`src/hdl/ffbp_pkg.sv`:
```
// Shared types and constants for the first-fit bin packer.
// No dependencies; the top level, the checker and the testbench import this package.
package ffbp_pkg;

  localparam int unsigned MAX_BINS_DEF = 16;
  localparam logic [15:0] CAP_RESET    = 16'hFFFF;
  localparam int unsigned ROOM_W       = 16;

  typedef struct packed {
    logic [15:0] item_size;
    logic        start_new_set;
  } in_beat_t;

  typedef struct packed {
    logic [3:0] bin_number;
    logic       opened_new_bin;
    logic       rejected;
    logic [4:0] bins_in_use;
  } out_beat_t;

  typedef enum logic [1:0] {
    S_IDLE,
    S_SCAN,
    S_EMIT
  } ffbp_state_t;

endpackage

```
`src/hdl/first_fit_bin_packer_top.sv`:
```
// First-fit bin packer: control FSM plus room memory.
// Depends on ffbp_pkg and ffbp_ram.
//
// Usage:
//   Input channel (in_valid/in_ready/in_data) carries one item per beat: its size
//   and a flag that empties all bins before the item is placed. Output channel
//   (out_valid/out_ready/out_data) returns one result beat per item: bin index,
//   new-bin flag, reject flag and the number of open bins after the item.
//   cfg_we/cfg_wdata write the capacity given to bins opened afterward; write
//   it only while no item is in flight.
// Timing:
//   One item at a time. The room of each open bin sits in a RAM with registered
//   read data; the scan reads one bin per cycle, overlapping the read of the
//   next bin with the compare of the current one. An item is accepted in S_IDLE,
//   visits at most MAX_BINS bins in S_SCAN and is loaded into the output register
//   from S_EMIT; an oversized item or an empty set skips S_SCAN. The chosen bin is
//   updated by a write in the cycle the scan ends.
// Reset: all bins closed, capacity 65535, output empty. No clearing pass.
// Stall: a result waits in the output register until taken; a finished scan
//   holds in its last state until the output register is free.
module first_fit_bin_packer_top
  import ffbp_pkg::*;
#(
  parameter int unsigned MAX_BINS = MAX_BINS_DEF
) (
  input  logic       clk,
  input  logic       rst_n,
  input  logic       in_valid,
  output logic       in_ready,
  input  in_beat_t   in_data,
  output logic       out_valid,
  input  logic       out_ready,
  output out_beat_t  out_data,
  input  logic       cfg_we,
  input  logic [15:0] cfg_wdata
);

  localparam int unsigned IW = (MAX_BINS > 1) ? $clog2(MAX_BINS) : 1;
  localparam int unsigned CW = $clog2(MAX_BINS + 1);
  localparam logic [CW-1:0] MAX_CNT = CW'(MAX_BINS);

  ffbp_state_t state_r, state_nxt;
  logic [15:0]   cap_r;
  logic [15:0]   size_r, size_nxt;
  logic [CW-1:0] count_r, count_nxt;
  logic [IW-1:0] chk_r, chk_nxt;
  logic [IW-1:0] chosen_r, chosen_nxt;
  logic          opened_r, opened_nxt;
  logic          reject_r, reject_nxt;
  logic          out_valid_r, out_valid_nxt;
  out_beat_t     out_data_r, out_data_nxt;

  logic              ram_we, ram_re;
  logic [IW-1:0]     ram_waddr, ram_raddr;
  logic [ROOM_W-1:0] ram_wdata, ram_rdata;

  logic [CW-1:0] count_base;
  logic [CW-1:0] chk_next_cnt;
  logic          fits, last_bin;
  logic [IW+3:0] chosen_ext;
  logic [CW+4:0] count_ext;

  assign chosen_ext   = {4'b0, chosen_r};
  assign count_ext    = {5'b0, count_r};
  assign count_base   = in_data.start_new_set ? '0 : count_r;
  assign chk_next_cnt = CW'(chk_r) + CW'(1);
  assign fits         = (ram_rdata >= size_r);
  assign last_bin     = (chk_next_cnt == count_r);

  assign in_ready  = (state_r == S_IDLE);
  assign out_valid = out_valid_r;
  assign out_data  = out_data_r;

  ffbp_ram #(
    .WIDTH (ROOM_W),
    .DEPTH (MAX_BINS)
  ) u_room_ram (
    .clk   (clk),
    .we    (ram_we),
    .waddr (ram_waddr),
    .wdata (ram_wdata),
    .re    (ram_re),
    .raddr (ram_raddr),
    .rdata (ram_rdata)
  );

  always_ff @(posedge clk) begin
    if (!rst_n) begin
      state_r     <= S_IDLE;
      cap_r       <= CAP_RESET;
      count_r     <= '0;
      out_valid_r <= 1'b0;
    end else begin
      state_r     <= state_nxt;
      count_r     <= count_nxt;
      out_valid_r <= out_valid_nxt;
      if (cfg_we) begin
        cap_r <= cfg_wdata;
      end
    end
  end

  always_ff @(posedge clk) begin
    size_r     <= size_nxt;
    chk_r      <= chk_nxt;
    chosen_r   <= chosen_nxt;
    opened_r   <= opened_nxt;
    reject_r   <= reject_nxt;
    out_data_r <= out_data_nxt;
  end

  always_comb begin
    state_nxt     = state_r;
    size_nxt      = size_r;
    count_nxt     = count_r;
    chk_nxt       = chk_r;
    chosen_nxt    = chosen_r;
    opened_nxt    = opened_r;
    reject_nxt    = reject_r;
    out_valid_nxt = out_valid_r && !out_ready;
    out_data_nxt  = out_data_r;
    ram_we        = 1'b0;
    ram_waddr     = chk_r;
    ram_wdata     = ram_rdata - size_r;
    ram_re        = 1'b0;
    ram_raddr     = '0;

    case (state_r)
      S_IDLE: begin
        if (in_valid) begin
          size_nxt   = in_data.item_size;
          count_nxt  = count_base;
          chk_nxt    = '0;
          chosen_nxt = '0;
          opened_nxt = 1'b0;
          reject_nxt = 1'b0;
          state_nxt  = S_EMIT;
          if (in_data.item_size > cap_r) begin
            reject_nxt = 1'b1;
          end else if (count_base == '0) begin
            // Empty set: open bin 0 straight away
            ram_we     = 1'b1;
            ram_waddr  = '0;
            ram_wdata  = cap_r - in_data.item_size;
            count_nxt  = CW'(1);
            opened_nxt = 1'b1;
          end else begin
            ram_re    = 1'b1;
            state_nxt = S_SCAN;
          end
        end
      end

      S_SCAN: begin
        // rdata holds the room of bin chk_r
        if (fits) begin
          ram_we     = 1'b1;
          chosen_nxt = chk_r;
          state_nxt  = S_EMIT;
        end else if (last_bin) begin
          state_nxt = S_EMIT;
          if (count_r < MAX_CNT) begin
            ram_we     = 1'b1;
            ram_waddr  = count_r[IW-1:0];
            ram_wdata  = cap_r - size_r;
            chosen_nxt = count_r[IW-1:0];
            count_nxt  = count_r + CW'(1);
            opened_nxt = 1'b1;
          end else begin
            reject_nxt = 1'b1;
          end
        end else begin
          // Advance: fetch the next bin while this one is dropped
          ram_re    = 1'b1;
          ram_raddr = chk_r + IW'(1);
          chk_nxt   = chk_r + IW'(1);
        end
      end

      S_EMIT: begin
        if (!out_valid_r || out_ready) begin
          out_valid_nxt               = 1'b1;
          out_data_nxt.bin_number     = reject_r ? 4'd0 : chosen_ext[3:0];
          out_data_nxt.opened_new_bin = opened_r;
          out_data_nxt.rejected       = reject_r;
          out_data_nxt.bins_in_use    = count_ext[4:0];
          state_nxt                   = S_IDLE;
        end
      end

      default: begin
        state_nxt = S_IDLE;
      end
    endcase
  end

endmodule

```
`src/hdl/ffbp_ram.sv`:
```
// Generic single-port-write, single-port-read RAM with registered read data.
// No dependencies.
module ffbp_ram #(
  parameter int unsigned WIDTH = 16,
  parameter int unsigned DEPTH = 16,
  localparam int unsigned AW = (DEPTH > 1) ? $clog2(DEPTH) : 1
) (
  input  logic             clk,
  input  logic             we,
  input  logic [AW-1:0]    waddr,
  input  logic [WIDTH-1:0] wdata,
  input  logic             re,
  input  logic [AW-1:0]    raddr,
  output logic [WIDTH-1:0] rdata
);

  logic [WIDTH-1:0] mem [DEPTH];

  always_ff @(posedge clk) begin
    if (we) begin
      mem[waddr] <= wdata;
    end
    if (re) begin
      rdata <= mem[raddr];
    end
  end

endmodule

```
`config.mk`:
```
export PLATFORM = sky130hd
export DESIGN_NAME = first_fit_bin_packer_top
export DESIGN_NICKNAME = d
export VERILOG_FILES = /design/src/hdl/ffbp_pkg.sv /design/src/hdl/first_fit_bin_packer_top.sv /design/src/hdl/ffbp_ram.sv
export SDC_FILE = /design/constraint.sdc
export NUM_CORES = 1
export LEC_CHECK = 0
export ABC_AREA = 1
export BUFFER_PORTS_ARGS = -buffer_cell sky130_fd_sc_hd__buf_2
export CAP_MARGIN = 20
export CORE_MARGIN = 8
export CORE_UTILIZATION = 50
export CTS_BUF_LIST = sky130_fd_sc_hd__clkbuf_4 sky130_fd_sc_hd__clkbuf_8
export DETAILED_ROUTE_END_ITERATION = 12
export PLACE_DENSITY = 0.71
export SYNTH_ARGS = -nofsm -noshare
export SYNTH_HDL_FRONTEND = slang
export SYNTH_SLANG_ARGS = --single-unit
```
`constraint.sdc`:
```
create_clock -name clk -period 4.35 [get_ports clk]
set_clock_uncertainty 0.05 [all_clocks]
set_input_delay 0.435 -clock clk [delete_from_list [all_inputs] [get_ports clk]]
set_output_delay 0.435 -clock clk [all_outputs]
set_load 0.02 [all_outputs]
```
=== After elaboration in Yosys (flattened, before gate mapping) ===
Memory sizes are Yosys's and may differ from the RTL's. A register that Yosys moved wholly into a read port is not among the register bits.
Cells that the tools add are included.

* Register bits: 61
* Bits of input ports: 38
* Word-level logic and storage cells: 117
* Output and inout port bits: 13
* Memories kept: 1
* Bits in writable memories: 256

* Reduce and logical (&&, ||, !) cells: 14
* Mux-type cells: 68
* $lt $le $gt $ge: 3
* Eq/ne operators: 12
* $add $sub $neg: 6

{| class="wikitable"
|+ Memories
! name !! depth !! width !! read ports !! clocked after Yosys merged registers in !! wr ports !! line !! text
|-
| u_room_ram.mem || 16 || 16 || 1 || 1 || 1 || ffbp_ram.sv:17 || <nowiki>logic [WIDTH-1:0] mem [DEPTH];</nowiki>
|}

{| class="wikitable"
|+ Operator list
! kind !! count
|-
| 16-bit 2-to-1 mux || 6
|-
| 4-bit 2-to-1 mux || 15
|-
| 16-bit subtractor || 3
|-
| 5-bit 2-to-1 mux || 7
|-
| 16-bit case mux with 2 select lines || 1
|-
| 1-bit 2-to-1 mux || 24
|-
| 4-bit case mux with 2 select lines || 3
|-
| 16-bit >= comparator || 1
|-
| 16-bit greater-than comparator || 1
|-
| 2-bit != test (second input constant) || 7
|-
| 2-bit 2-to-1 mux || 6
|-
| 5-bit case mux with 2 select lines || 1
|-
| 5-bit AND reduction || 2
|-
| 1-bit case mux with 2 select lines || 4
|-
| 4-bit AND reduction || 2
|-
| 3-bit != test (second input constant) || 2
|-
| 2-bit case mux with 3 select lines || 1
|-
| 4-bit by 1-bit adder with 5-bit output (second input constant) || 1
|-
| 5-bit by 1-bit adder with 5-bit output (second input constant) || 1
|-
| 5-bit equality test || 1
|-
| 5-bit logical NOT || 1
|-
| 5-bit < comparator (second input constant) || 1
|-
| 4-bit by 1-bit adder with 4-bit output (second input constant) || 1
|-
| 2-bit AND reduction || 2
|-
| other kinds (8) || 9
|}

=== Depth between registers and ports, before layout ===
Gate-level depths: netlist of run 1.

* Depth in word-level cells: 8
* Gate-level depth with buffers: 18
* Depth with buffers taken out: 17

=== Hierarchy ===
A second synthesis of run 1 with hierarchy kept.

* Cell total of the unflattened synthesis: 2065
* Area total of the unflattened synthesis: 17789.6 um^2

{| class="wikitable"
|+ By module, submodules not included
! module !! times used !! cells each !! seq. area each (um^2) !! area an instance (um^2)
|-
| ffbp_ram || 1 || 1075 || 8167.8 || 11546.1
|-
| first_fit_bin_packer_top || 1 || 990 || 1591.5 || 6243.5
|}

=== Least setup slack after synthesis of run 1 ===
No wires, ideal clock.

* Kind: flip-flop to flip-flop
* Start point: register state_r[0]
* End point: memory u_room_ram.mem[5][0], enable pin
* Arrival time: 3.033 ns
* Cell stages (with the launch flop): 10
* Setup time: 0.388 ns
* Slack: 0.879 ns
* Period minus slack after synthesis: 3.471 ns
* Path buffers: 0
* Data required time: 3.912 ns
* Path through: dfxtp_1 -> nor2_1 -> inv_1 -> nor2_1 -> inv_1 -> nor2_2 -> inv_1 -> o211ai_2 -> nand2_1 -> nor2_1

* Longest elaborated chain between the ends: 4
* Elaborated cells between the ends (all ways): 6
* Those cells by class: eq/ne: 1; mux: 4; reduce/logical: 1

{| class="wikitable"
|+ Ends and longest elaborated chain
! what !! line !! text
|-
| start: declaration || first_fit_bin_packer_top.sv:42 || <nowiki>ffbp_state_t state_r, state_nxt;</nowiki>
|-
| start signal: assignment || first_fit_bin_packer_top.sv:94 || <nowiki>state_r <= state_nxt;</nowiki>
|-
| 2-bit by 1-bit equality test with 1-bit output / 2-bit logical NOT (equally long branches) || first_fit_bin_packer_top.sv:128 || <nowiki>case (state_r)</nowiki>
|-
| 1-bit case mux with 2 select lines || first_fit_bin_packer_top.sv:128 ||
|-
| 1-bit 2-to-1 mux || ffbp_ram.sv:20 || <nowiki>if (we) begin</nowiki>
|-
| 1-bit 2-to-1 mux (not written as such) || ffbp_ram.sv:21 || <nowiki>mem[waddr] <= wdata;</nowiki>
|-
| end: declaration || ffbp_ram.sv:17 ||
|}

Several ways; a longest one is shown, not always the timed one.

=== Worst setup path after layout of run 1 ===
* Start point: input port in_data[1] in the netlist's numbering
* End point: memory u_room_ram.mem[12][11], data pin

* Longest elaborated chain between the ends: 5
* Elaborated cells between the ends (all ways): 6
* Those cells by class: add/sub: 1; order compare: 1; mux: 4

{| class="wikitable"
|+ Ends and longest elaborated chain
! what !! line !! text
|-
| start: declaration || first_fit_bin_packer_top.sv:30 || <nowiki>input in_beat_t in_data,</nowiki>
|-
| 16-bit subtractor || first_fit_bin_packer_top.sv:144 || <nowiki>ram_wdata = cap_r - in_data.item_size;</nowiki>
|-
| 16-bit 2-to-1 mux || first_fit_bin_packer_top.sv:140 || <nowiki>end else if (count_base == '0) begin</nowiki>
|-
| 16-bit 2-to-1 mux * || first_fit_bin_packer_top.sv:138 || <nowiki>if (in_data.item_size > cap_r) begin</nowiki>
|-
| 16-bit 2-to-1 mux * || first_fit_bin_packer_top.sv:130 || <nowiki>if (in_valid) begin</nowiki>
|-
| 16-bit case mux with 2 select lines * || first_fit_bin_packer_top.sv:128 ||
|-
| named net ram_wdata[11] || first_fit_bin_packer_top.sv:55 || <nowiki>logic [ROOM_W-1:0] ram_wdata, ram_rdata;</nowiki>
|}

The timed path passes the listed nets; every way through them passes the cells marked *.

==> results of run 1 <==
-- critical path: cells and delay by family --
| kind | cells | cell delay [ns] |
|---|---|---|
| buffers and inverters | 4 | 1.16 |
| adder cells (fa/ha/maj) | 2 | 0.62 |
| AO/OA/AOI/OAI | 2 | 0.40 |
| AND/OR/NAND/NOR | 7 | 1.36 |
-- logic make-up after synthesis --
family                   share of synthesized area [%]
AO/OA/AOI/OAI                                     7.44
XOR/XNOR                                          1.59
adder cells (fa/ha/maj)                           3.94
buffers and inverters                             7.52
flip-flops                                        57.2
AND/OR/NAND/NOR                                   22.3
-- synth_stat cells, types with 14 or more instances --
master                      count  area (um^2)
sky130_fd_sc_hd__nand2_1      289         1080
sky130_fd_sc_hd__buf_2         22          110
sky130_fd_sc_hd__dfxtp_1       24          480
sky130_fd_sc_hd__clkbuf_1      39          146
sky130_fd_sc_hd__edfxtp_1     309         9280
sky130_fd_sc_hd__o21ai_0       41          205
sky130_fd_sc_hd__nand3b_1      35          263
sky130_fd_sc_hd__xnor2_1       14          123
sky130_fd_sc_hd__a21oi_1       56          280
sky130_fd_sc_hd__buf_4         14          105
sky130_fd_sc_hd__nand3_1      293         1470
sky130_fd_sc_hd__or2_2         50          313
sky130_fd_sc_hd__xor2_1        17          149
sky130_fd_sc_hd__ha_1          49          613
sky130_fd_sc_hd__o2111ai_1     49          429
sky130_fd_sc_hd__o211ai_1      17          128
sky130_fd_sc_hd__nor2_1        97          364
sky130_fd_sc_hd__inv_1        225          845
-- how the worst max path moves through the flow --
stage / start / end / slack, ns / cells after the start
6_report: in_data[1] / u_room_ram.mem[12][11]$_DFFE_PP_ / 0.46 / 15
5_1_grt: in_data[1] / u_room_ram.mem[14][11]$_DFFE_PP_ / 0.24 / 15
4_1_cts: in_data[1] / u_room_ram.mem[12][11]$_DFFE_PP_ / 0.59 / 15
3_5_place_dp: in_data[1] / u_room_ram.mem[10][11]$_DFFE_PP_ / 0.49 / 14
3_3_place_gp: in_data[1] / u_room_ram.mem[10][11]$_DFFE_PP_ / 0.64 / 14
2_1_floorplan: state_r[0]$_SDFFE_PN0P_ / u_room_ram.mem[5][0]$_DFFE_PP_ / 0.88 / 9
-- area by class of cell --
type	count	area [um^2]	area share, %
clock inverters	17	119	0.613
multi-input cells	1082	6070	31.3
diodes	3	7.51	0.0387
flip-flops and latches	333	9760	50.3
inverters	233	892	4.60
clock buffers	81	977	5.04
well taps	448	561	2.89
repair buffers	135	1010	5.19
-- power groups by stage --
| stage | clock network [uW] | logic (uW) | registers (uW) |
|---|---|---|---|
| detailed placement | 0 | 1380 | 3970 |
| global route | 2930 | 1570 | 3910 |
| global placement | 0 | 1360 | 3970 |
| finish | 2740 | 1450 | 3910 |
| CTS | 2800 | 1410 | 3910 |
| floorplan | 0 | 849 | 3970 |
-- metrics by stage --
stage          area, um^2  hold slack (ns)  power [uW]  setup slack [ns]  util (%)
2_1_floorplan       17100            0.350        4810             0.879         -
3_3_place_gp        18000            0.352        5330             0.640      53.4
3_5_place_dp        18000            0.366        5350             0.495      53.4
4_1_cts             19400           0.0678        8120             0.591      57.6
5_1_grt             19400            0.104        8420             0.242      57.7
6_report            19400            0.106        8090             0.459      57.7
-- state kept, by name, indices dropped and copies added, names as in the netlist, 4 cells and up --
signal and cells:
u_room_ram.mem 256, cap_r 16, size_r 16, u_room_ram.rdata 16, out_data 11, count_r 5, chk_r 4, chosen_r 4
-- routing by layer --
metal / up-vias / GRT usage (%) / wire length [um]
met3: 106 / 5.49 / 4190
met2: 553 / 35.4 / 21100
met5: - / 0 / 0
met4: 0 / 9.09 / 1590
li1: 6215 / - / -
met1: 6260 / 29.5 / 19600
==> metrics.sh, run 1 <==
CTS_HOLD_BUF=32
YOSYS_REGISTER_BITS=333
TIMING.SETUP.CRITICAL_PATH_CLASS='in2reg'
DESIGN.PORTCOUNT=51
ENDPOINT_CLASS_OF_THE_CRITICAL_PATH='register'
POSTSYNTHCELLCOUNT=1728
DRT_ITER0_MARKERS=1276
SLEW_HEADROOM_PCT=30.0
VIAS_PER_CELL=5.63
CTS_MADE_BUFFERS=54
CRITICAL_PATH.CELL_CHAIN='dlygate4sd3_1, buf_2, ha_1, fa_1, o21ai_1, nand2_1, nand3_1, nand2_1, nand2_1, nand3_2, inv_1, buf_4, nand3_1, o211ai_1, nand3_1'
FP.COREAREA_UM2=33600
CAP_VIOL_MAX_COUNT=0
SHARE_SEQ_OF_TOTAL_POWER_PCT=48.3
WIRELENGTH_MM=46.4
MAXSLEWVIOLCOUNT=0
REG2REG_SLACK_NS=0.58
AVERAGE_DETAILED_ROUTED_WIRE_LENGTH_PER_INSTANCE_UM=19.9
TYPE_OF_ORIGIN_OF_THE_CRITICAL_PATH='input port'
INITIAL_ANTENNA_VIOLATION_COUNT=2
FILL_CELLS=2822
DOMINANTREGCELLSYNTH='sky130_fd_sc_hd__edfxtp_1'
MAX_SLEW.WORST_PIN.SLEW_NS=1.05
VIAS=13134
DESTINATION_OF_THE_WORST_REGISTER_TO_REGISTER_TIMING_PATH='u_room_ram.mem[12][11]$_DFFE_PP_'
GRT_PASS1_VIAS=12677
COMBINATIONALPOWERSHARE_PCT=17.9
CTS_MAX_LEVEL=2
DESIGN.DIE.AREA_UM2=40300
FINAL_ANTENNA_NET_COUNT=0
FIN_CELLS=2332
WORST_HOLD_STARTPOINT='out_ready'
MIN_PERIOD_OVER_PERIOD_PCT=89.5
CTS.REPORTEDPATHS.CLKPINSLEW_NS=0.06
SYNTH_EDF_COUNT=309
POST-CTS-SETUP-BUFFERS=0
SETUP_VIOLATIONS=0
CLOCK_INSERTION_DELAY_WORST_SKEW_NS=0.62
NUM_ROWS=67
INTERNAL_uW=5760
TRITONCTS_CLOCK_TREE='done'
HOLDCRITPATHCLASS='in2reg'
TIMING.RR.START='cap_r[0]$_SDFFE_PN1P_'
PLACEDCELLCOUNT=2197
DRTPASS1ITERATIONS=8
YS_SEQ_AREA_SHARE_PCT=57.2
GPL_WTD_CONG=0.955
POWER.DENSITY_CELL_AREA_nW_PER_UM2=417
TIMING.SETUP.TNS_NS=0
COMMONEST_NON_FILL_NON_TAP_CELL_IN_THE_LAYOUT='sky130_fd_sc_hd__edfxtp_1'
SWITCHINGPOWER_uW=2330
LAYOUT_COMMON_CELLS='309 x sky130_fd_sc_hd__edfxtp_1, 293 x sky130_fd_sc_hd__nand3_1, 289 x sky130_fd_sc_hd__nand2_1, 224 x sky130_fd_sc_hd__inv_1, 81 x sky130_fd_sc_hd__nor2_1'
INITIAL_UTILIZATION_PCT=50.8
POWER_LEAKAGE_uW=0.00796
DETAILEDPLACEMENTHPWL_MM=30.0
PERIOD_NEEDED_NS=3.89
IO_BUFFER_COUNT=50
CLOCKPOWERSHARE_PCT=33.9
WORSTHOLDPATHCELLS=3
SINK_OF_THE_WORST_HOLD_PATH='out_valid$_SDFF_PN0_'
CTS_ROOT_BUF='sky130_fd_sc_hd__clkbuf_8'
NETLIST_AREA_UM2=17100
GRT_SETUP_UNREPAIRED='false'
CP_DATA_ARRIVAL_TIME_NS=3.99
CPMAXSTAGEDELAYCELL='sky130_fd_sc_hd__dlygate4sd3_1'
LAYOUT.NETS=1929
CTS_RESIZED=0
REPORT.FINAL.HOLD_VIOL_COUNT=0
YOSYSWARNINGS=0
DRT_DRC_VIOLATIONS_LEFT=0
CRITPATHREQUIREDTIME_NS=4.45
SYNTH_ASYNC_SR_FLOP_SHARE_PCT=0
WORST_R2R_PATH_DEPTH=14
STATUS='completed'
TIMING.FMAX_GHz=0.257
P_SW_SHARE_PCT=28.8
SYN_NETS=1818
DIE_HEIGHT_UM=201
SYNTH_AREA_PER_CELL_UM2=9.88
CLOCK_SINK_COUNT=333
DIE_W_UM=201
NUMBER_OF_LIBRARY_CELL_TYPES_MAPPED_BY_SYNTHESIS=49
LAYOUT-AREA-OVERHEAD-VS-SYNTH_PCT=13.6
CLK_PATH_BUF_DEPTH=3
DRIVE_GT1_SHARE_PCT=15.9
GRTUSAGETOTAL_PCT=22.5
LARGEST_FANOUT_ON_THE_CRITICAL_PATH=16
LARGEST_NET_DEGREE_AT_THE_START_OF_GLOBAL_ROUTING=129
PEAKVDDDROP_uV=265
GRT_FIRST_PASS_WIRELENGTH_MM=71.8
CRIT_PATH_MAX_INCR_DELAY_NS=0.53
GRT_OVERFLOW=0
(Power assumes the default switching activity.)
==> run 2: changes to the inputs <==
--- a/config.mk
+++ b/config.mk
@@ -7,8 +7,9 @@
 export LEC_CHECK = 0
 export ABC_AREA = 1
 export BUFFER_PORTS_ARGS = -buffer_cell sky130_fd_sc_hd__buf_2
-export CAP_MARGIN = 20
-export CORE_MARGIN = 8
+export CAP_MARGIN = 15
+export CORE_ASPECT_RATIO = 1.2
+export CORE_MARGIN = 4
 export CORE_UTILIZATION = 50
 export CTS_BUF_LIST = sky130_fd_sc_hd__clkbuf_4 sky130_fd_sc_hd__clkbuf_8
 export DETAILED_ROUTE_END_ITERATION = 12
==> run 2 against run 1 <==
Utilization increased by 0.067 points; worst setup slack gained 0.18 ns; critical path type unchanged; sequential share of layout area up 0.22 points; combinational power hardly changed; critical path depth decreased by 1; cell area shrank 0.44%; total power fell by 0.60%; via count fell by 0.41%; global-route usage is 1.3 points higher.
==> metrics.sh, run 2 (synthesized netlist as in run 1, its figures left out) <==
DESIGN.PORTCOUNT=51
POST-CTS-SETUP-BUFFERS=0
TIMING.RR.START='u_room_ram.rdata[0]$_DFFE_PP_'
CAP_VIOL_MAX_COUNT=0
CLOCK_INSERTION_DELAY_WORST_SKEW_NS=0.62
VIAS_PER_CELL=5.61
CTS_MAX_LEVEL=2
LARGEST_REG_FLOPS=256
TYPE_OF_ORIGIN_OF_THE_CRITICAL_PATH='input port'
AVERAGE_DETAILED_ROUTED_WIRE_LENGTH_PER_INSTANCE_UM=19.1
LARGEST-REGISTER='u_room_ram.mem'
GRTUSAGETOTAL_PCT=23.7
MIN_PERIOD_OVER_PERIOD_PCT=85.4
DETAILEDPLACEMENTHPWL_MM=29.7
FIN_CELLS=2332
TIMING.FMAX_GHz=0.269
GRT_OVERFLOW=0
PLACEDCELLCOUNT=2202
DIE_W_UM=177
DRIVE_GT1_SHARE_PCT=14.7
HOLDCRITPATHCLASS='in2reg'
POWER_LEAKAGE_uW=0.00793
DRT_DRC_VIOLATIONS_LEFT=0
DESTINATION_OF_THE_WORST_REGISTER_TO_REGISTER_TIMING_PATH='u_room_ram.mem[5][12]$_DFFE_PP_'
REPORT.FINAL.HOLD_VIOL_COUNT=0
CPMAXSTAGEDELAYCELL='sky130_fd_sc_hd__nand3_1'
TIMING.SETUP.TNS_NS=0
PERIOD_NEEDED_NS=3.72
INITIAL_UTILIZATION_PCT=51.1
DESIGN.DIE.AREA_UM2=37200
CLOCK_SINK_COUNT=333
VIAS=13080
PEAKVDDDROP_uV=268
WORST_R2R_PATH_DEPTH=17
CRIT_PATH_FREQUENT_CELL='sky130_fd_sc_hd__nand2_1'
LAYOUT_COMMON_CELLS='309 x sky130_fd_sc_hd__edfxtp_1, 293 x sky130_fd_sc_hd__nand3_1, 289 x sky130_fd_sc_hd__nand2_1, 224 x sky130_fd_sc_hd__inv_1, 97 x sky130_fd_sc_hd__nor2_1'
FP.COREAREA_UM2=33400
CRITICAL_PATH.CELL_CHAIN='dlygate4sd3_1, buf_2, ha_1, fa_1, o21ai_1, nand2_1, nand3_1, nand2_1, nand2_1, nand3_2, inv_1, nand2_1, o211ai_1, nand3_1'
GRT_SETUP_UNREPAIRED='false'
WORSTHOLDPATHCELLS=3
STATUS='completed'
LARGEST_FANOUT_ON_THE_CRITICAL_PATH=16
LAYOUT.NETS=1929
CLK_PATH_BUF_DEPTH=3
FINAL_ANTENNA_NET_COUNT=0
SLEW_HEADROOM_PCT=31.7
CRIT_PATH_MAX_INCR_DELAY_NS=0.57
WORST_HOLD_STARTPOINT='cfg_wdata[0]'
CTS_ROOT_BUF='sky130_fd_sc_hd__clkbuf_8'
DRTPASS1ITERATIONS=5
NUM_ROWS=73
POWER.DENSITY_CELL_AREA_nW_PER_UM2=417
LARGEST_NET_DEGREE_AT_THE_START_OF_GLOBAL_ROUTING=129
DIE_HEIGHT_UM=210
COMMONEST_NON_FILL_NON_TAP_CELL_IN_THE_LAYOUT='sky130_fd_sc_hd__edfxtp_1'
ANTENNA-DIODE-COUNT=0
WHS_NS=0.0247
TRITONCTS_CLOCK_TREE='done'
DRT_ITER0_MARKERS=1051
SETUP_VIOLATIONS=0
WIRELENGTH_MM=44.6
CTS_HOLD_BUF=31
MAX_SLEW.WORST_PIN.SLEW_NS=1.02
TIMING.SETUP.CRITICAL_PATH_CLASS='in2reg'
REG2REG_SLACK_NS=0.75
SINK_OF_THE_WORST_HOLD_PATH='cap_r[0]$_SDFFE_PN1P_'
ENDPOINT_CLASS_OF_THE_CRITICAL_PATH='register'
CTS.REPORTEDPATHS.CLKPINSLEW_NS=0.06
CRITPATHREQUIREDTIME_NS=4.41
LAYOUT-AREA-OVERHEAD-VS-SYNTH_PCT=13.1
CP_DATA_ARRIVAL_TIME_NS=3.78
GPL_WTD_CONG=0.941
GRT_FIRST_PASS_WIRELENGTH_MM=69.2
GRT_PASS1_VIAS=12869
CTS_MADE_BUFFERS=53
MAXSLEWVIOLCOUNT=0
INITIAL_ANTENNA_VIOLATION_COUNT=0
CTS_RESIZED=0
IO_BUFFER_COUNT=50
==> run 2: area by class of cell <==
class / count / area (um^2)
inverter: 233 / 892
timing repair buffer: 136 / 986
sequential: 333 / 9760
multi-input combinational: 1082 / 6030
clock inverter: 27 / 186
tap: 450 / 563
fill: 2872 / 14100
clock buffer: 71 / 890
==> run 2: per-stage QoR <==
| stage | power [uW] | cell area, um^2 | setup WS [ns] | utilization, % |
|---|---|---|---|---|
| 4_1_cts | 8080 | 19300 | 0.721 | 57.7 |
| 3_3_place_gp | 5330 | 17900 | 0.726 | 53.6 |
| 6_report | 8050 | 19300 | 0.635 | 57.8 |
| 3_5_place_dp | 5350 | 17900 | 0.643 | 53.6 |
| 2_1_floorplan | 4810 | 17100 | 0.879 | - |
| 5_1_grt | 8390 | 19300 | 0.423 | 57.8 |
==> run 2: how the worst max path moves through the flow <==
| stage | from | end | slack (ns) | cells past startpoint |
|---|---|---|---|---|
| final | in_data[1] | u_room_ram.mem[15][2]$_DFFE_PP_ | 0.63 | 14 |
| after global routing | in_data[1] | u_room_ram.mem[15][2]$_DFFE_PP_ | 0.42 | 14 |
| after CTS | in_data[1] | u_room_ram.mem[15][2]$_DFFE_PP_ | 0.72 | 14 |
| after detailed placement | in_data[1] | u_room_ram.mem[7][2]$_DFFE_PP_ | 0.64 | 13 |
| after global placement | in_data[1] | u_room_ram.mem[6][0]$_DFFE_PP_ | 0.73 | 13 |
| after floorplan | state_r[0]$_SDFFE_PN0P_ | u_room_ram.mem[5][0]$_DFFE_PP_ | 0.88 | 9 |
==> run 2: power breakdown <==
group / leakage, uW / switching (uW) / internal (uW)
combinational: 0.00436 / 1030 / 410
sequential: 0.00301 / 45.9 / 3850
clock: 0.000558 / 1250 / 1460
==> run 2: metal layers <==
metal	routed length [um]	part of all wire [%]	GRT usage [%]
met3	3260	7.3	4.34
met4	2370	5.3	12.6
met5	0	0	0
met2	21800	49	40.7
met1	17200	39	28.5
==> run 2: worst max-delay path, delay by kind of cell <==
family	cells	cell delay [ns]
buf+inv	3	1.02
simple gates	7	1.30
fa+ha+maj	2	0.62
compound gates	2	0.41
==> run 3: changes to the inputs <==
--- a/config.mk
+++ b/config.mk
@@ -13,6 +13,7 @@
 export CORE_UTILIZATION = 50
 export CTS_BUF_LIST = sky130_fd_sc_hd__clkbuf_4 sky130_fd_sc_hd__clkbuf_8
 export DETAILED_ROUTE_END_ITERATION = 12
+export GPL_TIMING_DRIVEN = 0
 export PLACE_DENSITY = 0.71
 export SYNTH_ARGS = -nofsm -noshare
 export SYNTH_HDL_FRONTEND = slang
==> run 3 against run 2 <==
Fmax decreased by 12%; highest routed layer unchanged; register-to-register slack worse by 0.56 ns; via count shrank 0.99%; largest power group unchanged; die area did not move; final cell count up 1.7%; cell area is 0.84% higher; critical endpoint is now u_room_ram.mem[4][6]$_DFFE_PP_; clock power fell by 7%.
==> metrics.sh, run 3 (synthesized netlist as in run 1, its figures left out) <==
STATUS='completed'
PERIOD_NEEDED_NS=4.23
TIMING.RR.START='chk_r[1]$_SDFFCE_PN0P_'
LAYOUT-AREA-OVERHEAD-VS-SYNTH_PCT=14.0
WORSTHOLDPATHCELLS=1
MAXSLEWVIOLCOUNT=0
CAP_VIOL_MAX_COUNT=0
PLACEMENT.SETUP.WORST_SLACK_NS=-0.0109
LARGEST-REGISTER='u_room_ram.mem'
ANTENNA-DIODE-COUNT=0
CTS_MADE_BUFFERS=51
FILL_CELLS=2859
POWER.DENSITY_CELL_AREA_nW_PER_UM2=407
CRITICAL_PATH.CELL_CHAIN='dlygate4sd3_1, buf_2, ha_1, fa_1, o21ai_1, nand2_1, nand3_1, nand2_1, nand2_1, nand2_1, nor2_2, a21oi_1, inv_1, nand3_1, nor2_2'
WORST_HOLD_STARTPOINT='in_data[2]'
WORST_R2R_PATH_DEPTH=14
LAYOUT_COMMON_CELLS='309 x sky130_fd_sc_hd__edfxtp_1, 290 x sky130_fd_sc_hd__nand3_1, 289 x sky130_fd_sc_hd__nand2_1, 225 x sky130_fd_sc_hd__inv_1, 84 x sky130_fd_sc_hd__nor2_1'
WIRELENGTH_MM=46.5
CRIT_PATH_FREQUENT_CELL='sky130_fd_sc_hd__nand2_1'
CRITPATHREQUIREDTIME_NS=4.51
DIE_HEIGHT_UM=210
MAX_SLEW.WORST_PIN.SLEW_NS=0.979
CLOCK_SINK_COUNT=333
CRIT_PATH_MAX_INCR_DELAY_NS=0.82
LARGEST_FANOUT_ON_THE_CRITICAL_PATH=16
DRIVE_GT1_SHARE_PCT=15.3
TRITONCTS_CLOCK_TREE='done'
FP.COREAREA_UM2=33400
ENDPOINT_CLASS_OF_THE_CRITICAL_PATH='register'
FINAL_ANTENNA_NET_COUNT=0
INITIAL_ANTENNA_VIOLATION_COUNT=0
GRT_FIRST_PASS_WIRELENGTH_MM=70.9
CPMAXSTAGEDELAYCELL='sky130_fd_sc_hd__nor2_2'
CP_DATA_ARRIVAL_TIME_NS=4.39
CLK_PATH_BUF_DEPTH=3
SLEW_HEADROOM_PCT=34.5
VIAS_PER_CELL=5.46
GRTUSAGETOTAL_PCT=24.8
TIMING.SETUP.CRITICAL_PATH_CLASS='in2reg'
GRT_SETUP_UNREPAIRED='true'
NUM_ROWS=73
LAYOUT.NETS=1972
DRT_DRC_VIOLATIONS_LEFT=0
HOLDCRITPATHCLASS='in2reg'
CTS.REPORTEDPATHS.CLKPINSLEW_NS=0.06
TIMING.FINAL.WS_SETUP_NS=0.122
CTS_MAX_LEVEL=2
VIAS=12950
POST-CTS-SETUP-BUFFERS=0
COMMONEST_NON_FILL_NON_TAP_CELL_IN_THE_LAYOUT='sky130_fd_sc_hd__edfxtp_1'
GRT_OVERFLOW=0
IO_BUFFER_COUNT=49
CLOCK_INSERTION_DELAY_WORST_SKEW_NS=0.60
INITIAL_UTILIZATION_PCT=51.1
DESIGN.DIE.AREA_UM2=37200
GPL_WTD_CONG=0.947
DRT_ITER0_MARKERS=1063
TIMING.FMAX_GHz=0.236
LARGEST_NET_DEGREE_AT_THE_START_OF_GLOBAL_ROUTING=20
DRTPASS1ITERATIONS=8
DESTINATION_OF_THE_WORST_REGISTER_TO_REGISTER_TIMING_PATH='u_room_ram.mem[5][8]$_DFFE_PP_'
TIMING.SETUP.TNS_NS=0
REG2REG_SLACK_NS=0.19
MIN_PERIOD_OVER_PERIOD_PCT=97.2
SINK_OF_THE_WORST_HOLD_PATH='size_r[1]$_DFFE_PP_'
CTS_ROOT_BUF='sky130_fd_sc_hd__clkbuf_8'
PEAKVDDDROP_uV=285
DETAILEDPLACEMENTHPWL_MM=34.2
LARGEST_REG_FLOPS=256
REPORT.FINAL.HOLD_VIOL_COUNT=0
TYPE_OF_ORIGIN_OF_THE_CRITICAL_PATH='input port'
GRT_PASS1_VIAS=12818
DIE_W_UM=177
AVERAGE_DETAILED_ROUTED_WIRE_LENGTH_PER_INSTANCE_UM=19.6
POWER_LEAKAGE_uW=0.00796
SETUP_VIOLATIONS=0
DESIGN.PORTCOUNT=51
## run 3: cell count changes in the layout (fill, tap and decap cells not counted), moves of 4 or more
cell,change
sky130_fd_sc_hd__nor2_1,-13
sky130_fd_sc_hd__buf_4,-30
sky130_fd_sc_hd__nor2_2,+10
sky130_fd_sc_hd__clkinv_1,-4
sky130_fd_sc_hd__clkbuf_1,+39
sky130_fd_sc_hd__buf_2,+22
sky130_fd_sc_hd__buf_6,+9
## run 3: what timing repair did
| item | in CTS | in global routing |
|---|---|---|
| hold buffers | 31 | 0 |
| gates resized for setup | 0 | 10 |
| setup endpoints to repair | 0 | 152 |
| endpoints found under the hold margin | 31 | 0 |
## run 3: worst max-delay path by stage
stage / start / to / slack [ns] / cells past startpoint
after floorplan: state_r[0]$_SDFFE_PN0P_ / u_room_ram.mem[5][0]$_DFFE_PP_ / 0.88 / 9
after global placement: state_r[0]$_SDFFE_PN0P_ / u_room_ram.mem[9][1]$_DFFE_PP_ / -0.55 / 9
after detailed placement: in_data[1] / u_room_ram.mem[7][7]$_DFFE_PP_ / -0.01 / 15
after CTS: in_data[1] / u_room_ram.mem[7][5]$_DFFE_PP_ / 0.07 / 16
after global routing: in_data[1] / u_room_ram.mem[5][3]$_DFFE_PP_ / -0.14 / 15
final: in_data[1] / u_room_ram.mem[4][6]$_DFFE_PP_ / 0.12 / 15
## run 3: metal layers
layer  up-vias  GRT usage (%)  routed length (um)
met5         -              0                   0
met4         0           12.5                2550
met3       120           3.59                2980
met2       504           42.2               22100
met1      6037           31.0               18800
li1       6289              -                   -
## run 3: power breakdown
| group | leakage, uW | switching [uW] | internal [uW] |
|---|---|---|---|
| Sequential | 0.00301 | 43.8 | 3850 |
| Combinational | 0.00442 | 1090 | 424 |
| Clock | 0.000528 | 1180 | 1340 |
| Total | 0.00796 | 2310 | 5620 |
## run 3: cell type report
type                            instances  area (um^2)  area share [%]
Clock inverter                         23          143           0.733
Multi-Input combinational cell       1082         6110            31.4
Inverter                              233          890            4.57
Timing Repair Buffer                  101          759            3.90
Clock buffer                           69          856            4.40
Tap cell                              450          563            2.89
Sequential cell                       333         9760            50.1
Buffer                                 80          395            2.03
## run 3: worst max-delay path, delay by kind of cell
kind                     cells  cell delay, ns
AO/OA/AOI/OAI                2            0.41
adder cells (fa/ha/maj)      2            0.62
buffers and inverters        3            0.76
AND/OR/NAND/NOR              8            2.14
## run 3: per-stage QoR
| step | power, uW | hold slack [ns] | instance area [um^2] | cells | util [%] |
|---|---|---|---|---|---|
| 2_1_floorplan | 4810 | 0.350 | 17100 | 1728 | - |
| 3_3_place_gp | 5330 | 0.352 | 17900 | 2227 | 53.5 |
| 3_5_place_dp | 5430 | 0.366 | 18100 | 2248 | 54.2 |
| 4_1_cts | 7950 | 0.000909 | 19400 | 2371 | 58.1 |
| 5_1_grt | 8290 | 0.0159 | 19500 | 2371 | 58.2 |
| 6_report | 7930 | 0.0282 | 19500 | 2371 | 58.2 |
